<file path="src/sv/lfuc_pkg.sv">
package lfuc_pkg;

	// geometry
	localparam int NUM_SETS = 8;
	localparam int MAX_WAYS = 8;
	localparam int SET_W = (NUM_SETS > 1) ? $clog2(NUM_SETS) : 1;
	localparam int WAY_W = (MAX_WAYS > 1) ? $clog2(MAX_WAYS) : 1;
	localparam int CNT_W = $clog2(MAX_WAYS + 1);

	// field widths
	localparam int KEY_W = 31;
	localparam int WORD_W = 32;
	localparam int WAYS_CFG_W = 4;

	localparam logic [WAYS_CFG_W-1:0] WAYS_RESET = WAYS_CFG_W'(8);
	localparam logic [WORD_W-1:0] WORD_MAX = '1;

	// request kinds
	localparam logic REQ_LOOKUP = 1'b0;
	localparam logic REQ_INSERT = 1'b1;

	typedef struct packed {
		logic              req_type;
		logic [KEY_W-1:0]  key;
		logic [WORD_W-1:0] value_in;
	} req_t;

	typedef struct packed {
		logic              hit;
		logic [WORD_W-1:0] value_out;
		logic              evicted;
		logic [KEY_W-1:0]  evicted_key;
	} rsp_t;

	typedef struct packed {
		logic [KEY_W-1:0]  key;
		logic [WORD_W-1:0] value;
		logic [WORD_W-1:0] uses;
		logic [WORD_W-1:0] stamp;
	} entry_t;

	// one set row, way 0 in the low slot
	typedef entry_t [MAX_WAYS-1:0] row_t;

	// add one, stop at all ones
	function automatic logic [WORD_W-1:0] sat_inc(input logic [WORD_W-1:0] v);
		return (v == WORD_MAX) ? v : v + 1'b1;
	endfunction

endpackage

</file>
<file path="src/sv/lfuc_victim.sv">
module lfuc_victim (
	input  logic                        clk,
	input  lfuc_pkg::row_t              row,
	input  logic [lfuc_pkg::MAX_WAYS-1:0] vld,
	output logic [lfuc_pkg::WAY_W-1:0]  victim
);
	import lfuc_pkg::*;

	localparam int LEAVES = 2 ** WAY_W;
	localparam int NQ = (WAY_W > 1) ? WAY_W - 1 : 1;

	typedef struct packed {
		logic              vld;
		logic [WORD_W-1:0] uses;
		logic [WORD_W-1:0] stamp;
		logic [WAY_W-1:0]  idx;
	} node_t;

	node_t leaf [LEAVES];
	node_t cmb [WAY_W][LEAVES/2];
	node_t node_q [NQ][LEAVES];

	// right side wins only when valid and strictly lower in (uses, stamp)
	function automatic node_t pick(input node_t a, input node_t b);
		logic take_b;
		take_b = b.vld && (!a.vld || (b.uses < a.uses) ||
			((b.uses == a.uses) && (b.stamp < a.stamp)));
		return take_b ? b : a;
	endfunction

	// build leaves and combine one tree level per stage
	always_comb begin
		node_t a;
		node_t b;
		for (int i = 0; i < LEAVES; i++) begin
			leaf[i] = '0;
			if (i < MAX_WAYS) begin
				leaf[i].vld = vld[(i < MAX_WAYS) ? i : 0];
				leaf[i].uses = row[(i < MAX_WAYS) ? i : 0].uses;
				leaf[i].stamp = row[(i < MAX_WAYS) ? i : 0].stamp;
				leaf[i].idx = WAY_W'(i);
			end
		end
		for (int l = 0; l < WAY_W; l++) begin
			for (int k = 0; k < LEAVES / 2; k++) begin
				cmb[l][k] = '0;
				if (k < (LEAVES >> (l + 1))) begin
					a = (l == 0) ? leaf[2*k] : node_q[(l == 0) ? 0 : l - 1][2*k];
					b = (l == 0) ? leaf[2*k+1] : node_q[(l == 0) ? 0 : l - 1][2*k+1];
					cmb[l][k] = pick(a, b);
				end
			end
		end
	end

	// register every level but the last
	always_ff @(posedge clk) begin
		for (int l = 0; l < NQ; l++) begin
			for (int k = 0; k < LEAVES; k++) begin
				if ((l < WAY_W - 1) && (k < LEAVES / 2)) begin
					node_q[l][k] <= cmb[(l < WAY_W) ? l : 0][(k < LEAVES / 2) ? k : 0];
				end else begin
					node_q[l][k] <= '0;
				end
			end
		end
	end

	assign victim = cmb[WAY_W-1][0].idx;

endmodule

</file>
<file path="config.mk">
export PLATFORM = sky130hd
export DESIGN_NAME = lfuc_victim
export DESIGN_NICKNAME = d
export VERILOG_FILES = /design/src/sv/lfuc_pkg.sv /design/src/sv/lfuc_victim.sv
export SDC_FILE = /design/constraint.sdc
export NUM_CORES = 1
export LEC_CHECK = 0
export BUFFER_PORTS_ARGS = -buffer_cell sky130_fd_sc_hd__buf_4
export CAP_MARGIN = 30
export CORE_AREA = 2 2 403 405
export DETAILED_ROUTE_END_ITERATION = 12
export DIE_AREA = 0 0 405 407
export PLACE_DENSITY = 0.38
export SLEW_MARGIN = 20
export SYNTH_ARGS = -nofsm -noshare
export SYNTH_HDL_FRONTEND = slang
export SYNTH_SLANG_ARGS = --single-unit
</file>
<file path="constraint.sdc">
create_clock -name clk -period 3.06 [get_ports clk]
set_input_delay 0.306 -clock clk [delete_from_list [all_inputs] [get_ports clk]]
set_output_delay 0.306 -clock clk [all_outputs]
set_load 0.03 [all_outputs]
</file>
==> results.sh <==
export IMPL_finalClockSkew_ps=15.9
export IMPL_synth_top_area_share_pct=33.3
export IMPL_worstReg2RegStart="node_q[0][211]"
export IMPL_root_buffer="clkbuf_16"
export IMPL_netlist_area_sq_um=23900
export IMPL_yosysWarnings=0
export IMPL_core_area_sq_um=160000
export IMPL_synth_edf_count=0
export IMPL_whs_ps=29.0
export IMPL_syn_inst=2423
export IMPL_path_max_fanout=2
export IMPL_start_util_pct=14.9
export IMPL_fin_crit_sh_pct=113
export IMPL_violations="negative setup slack"
export IMPL_die_w_um=405
export IMPL_place_area_sq_um=31700
export IMPL_wl_per_cell_um=19.2
export IMPL_critPathKind="reg -> out"
export IMPL_io_pins=1028
export IMPL_cp_end_kind="primary output"
export IMPL_synth_async_reset_ratio_pct=0
export IMPL_switching_share_pct=29.5
export IMPL_power_density_nw_per_um2=476
export IMPL_fin_nets=5129
export IMPL_grt_first_pass_wirelength_mm=152
export IMPL_synth_common_cells="inv_1 (456), ha_1 (441), dfxtp_1 (398)"
export IMPL_p_comb_share_pct=31.1
export IMPL_drc=0
export IMPL_drtPass1Iterations=5
export IMPL_tightest_slew_ps=724
export IMPL_finish_utilization_pct=25.4
export IMPL_cts_max_level=2
export IMPL_gr_total_overflow=0
export IMPL_grt_max_degree=34
export IMPL_grt_pass1_vias=22500
export IMPL_rows=147
export IMPL_rsz0062_at_grt="true"
export IMPL_setup_violations=17
export IMPL_ys_types=52
export IMPL_layout_drive_gt1_share_pct=36.1
export IMPL_min_from="row[545]"
export IMPL_p_leak_nw=19.3
export IMPL_synth_top_area_cell="dfxtp_1"
export IMPL_maxSlewViolCount=0
export IMPL_synth_most_common_cell="inv_1"
export IMPL_worstHoldEndpoint="node_q[0][108]"
export IMPL_fin_setup_tns_ps=-1150
export IMPL_reg_top3="node_q: 398 flops"
export IMPL_p_int_mw=13.7
export IMPL_clk_pin_slew_ps=50
export IMPL_hold_path_class="in -> reg"
export IMPL_cts_tree="done"
export IMPL_r2r_end="node_q[1][207]"
export IMPL_synth_seq_cells=398
export IMPL_slew_headroom_pct=51.2
export IMPL_start_kind="register"
export IMPL_finalHoldViolations=0
export IMPL_clkPwrFrac_pct=36.2
export IMPL_rrSetupSlack_ps=50
export IMPL_drt_initial_drc_count=820
export IMPL_clk_latency_ps=630
export IMPL_status="complete, but fails checks"
export IMPL_placed_cells_incl_taps=5204
export IMPL_p_total_mw=19.4
export IMPL_p_seq_share_pct=32.7
export IMPL_synth_seq_area_share_pct=33.3
export IMPL_r2r_cells=13
export IMPL_routed_wl_mm=113
export IMPL_worstPathRequired_ps=2750
export IMPL_pre_cts_slack_ps=-669
export IMPL_cap_viol_max_count=0
export IMPL_synth_area_per_cell_sq_um=9.87
export IMPL_dieArea_sq_um=165000
export IMPL_antenna_found_initial=85
export IMPL_dieHeight_um=407
export IMPL_final_cells=5897
export IMPL_numCtsBuffers=52
export IMPL_hpwl_mm=92.4
export IMPL_drtAntennaViolNets=0
export IMPL_min_path_cells=2
export IMPL_viasPerCell=3.72
export IMPL_p_sw_mw=5.73
export IMPL_fmaxAchievable_mhz=289
export IMPL_peakVddDrop_uv=419
export IMPL_synth_area_leaders="dfxtp_1 (33%), ha_1 (23%), mux2_2 (16%)"
export IMPL_area_growth_synth_to_final_pct=70.4
export IMPL_min_period_ps=3460
export IMPL_grt_usage_pct=13.0
export IMPL_cts_buffer_depth=3
export IMPL_globalplace_congestion=0.853
export IMPL_syn_num_nets=3889
export IMPL_regMostFlops="node_q"
export IMPL_synthFlopType="dfxtp_1"
export IMPL_nFillCells=17300
export IMPL_finalInstanceArea_sq_um=40800
export IMPL_port_buffers=523
export IMPL_largest_reg_flops=398
export IMPL_numClockSinks=398
export IMPL_cp_arrival_ps=3160
export IMPL_layout_setup_ws_ps=-402
export IMPL_vias=22000
==> routing by layer <==
| metal | part of all wire [%] | up-vias | GRT usage (%) | wire, um |
|---|---|---|---|---|
| met5 | 0.43 | - | 0 | 488 |
| met4 | 1.2 | 78 | 2.15 | 1420 |
| met3 | 9.4 | 153 | 5.11 | 10700 |
| met2 | 43 | 640 | 20.4 | 48700 |
| met1 | 46 | 10100 | 16.9 | 52200 |
| li1 | - | 11000 | - | - |
==> cell families (layout without fill, tap and decap cells) <==
| logic type | Yosys count | after routing | synth area share (%) |
|---|---|---|---|
| multiplexers | 388 | 388 | 19.0 |
| other | 0 | 34 | 0 |
| AND/OR/NAND/NOR | 347 | 347 | 7.37 |
| adder cells (fa/ha/maj) | 441 | 441 | 23.1 |
| AO/OA/AOI/OAI | 348 | 348 | 8.95 |
| flip-flops | 398 | 398 | 33.3 |
| buffers and inverters | 501 | 1781 | 8.26 |
==> critical path, cell delays in order (launching register included) <==
cell      delay, ps
dfxtp_2         320
inv_2            40
ha_4            250
and4_4          220
o31ai_1          60
or4_4           430
a21oi_4         130
o211ai_1        100
buf_4           170
a31oi_4         190
buf_6           140
mux2_4          310
buf_6           150
==> repair_timing <==
action                                  in CTS  in global routing
buffers inserted                             6                 33
endpoints found under the setup margin     130                367
hold endpoints to repair                   260                 20
hold buffers                               517                 20
resized for setup                           73                171
gates cloned                                 4                 14
pin swaps                                   13                 61
==> power groups by stage <==
stage	Combinational, mW	Clock, mW	Sequential, mW
2_1_floorplan	2.74	0	6.21
3_3_place_gp	4.76	0	6.45
3_5_place_dp	4.78	0	6.45
4_1_cts	5.74	7.29	6.37
5_1_grt	6.67	7.50	6.42
6_report	6.04	7.01	6.34
==> cell usage in the layout, fill, tap and decap left out, types with 7 or more instances in the layout <==
cell / count
nor3_2: 7
buf_12: 22
ha_4: 27
inv_2: 11
and4_1: 7
nor3_1: 8
dfxtp_2: 18
nand2b_1: 9
dlygate4sd3_1: 501
a21o_1: 14
buf_4: 660
o211ai_1: 20
nor4_2: 8
buf_6: 12
nor2b_1: 12
a21oi_1: 143
dlymetal6s4s_1: 15
clkbuf_8: 11
nand3_1: 43
diode_2: 34
nand2_1: 97
a21oi_2: 10
inv_1: 445
bufinv_16: 12
nor2_1: 44
o21ai_0: 56
clkbuf_16: 66
ha_1: 414
mux2_4: 86
nand4_1: 66
dfxtp_1: 377
mux2_2: 298
a211oi_1: 18
clkinv_2: 8
==> how the worst max path moves through the flow <==
stage                   startpoint  cells past startpoint             end
floorplan           node_q[0][211]                     11  node_q[1][207]
global placement    node_q[0][125]                     12  node_q[1][160]
detailed placement  node_q[0][125]                     12  node_q[1][160]
CTS                 node_q[1][218]                     12       victim[1]
global route        node_q[1][257]                     13       victim[0]
finish              node_q[1][218]                     12       victim[1]
==> cell type report <==
cell class / count / area [sq um] / share of cell area (%)
clock buffers: 66 / 1490 / 3.64
well taps: 2160 / 2700 / 6.63
repair buffers: 1230 / 11200 / 27.5
flip-flops and latches: 398 / 8000 / 19.6
clock inverters: 28 / 468 / 1.15
diodes: 34 / 85.1 / 0.209
inverters: 457 / 1730 / 4.24
multi-input cells: 1524 / 15100 / 37.0
No activity file was read; power rests on OpenSTA's default activity.
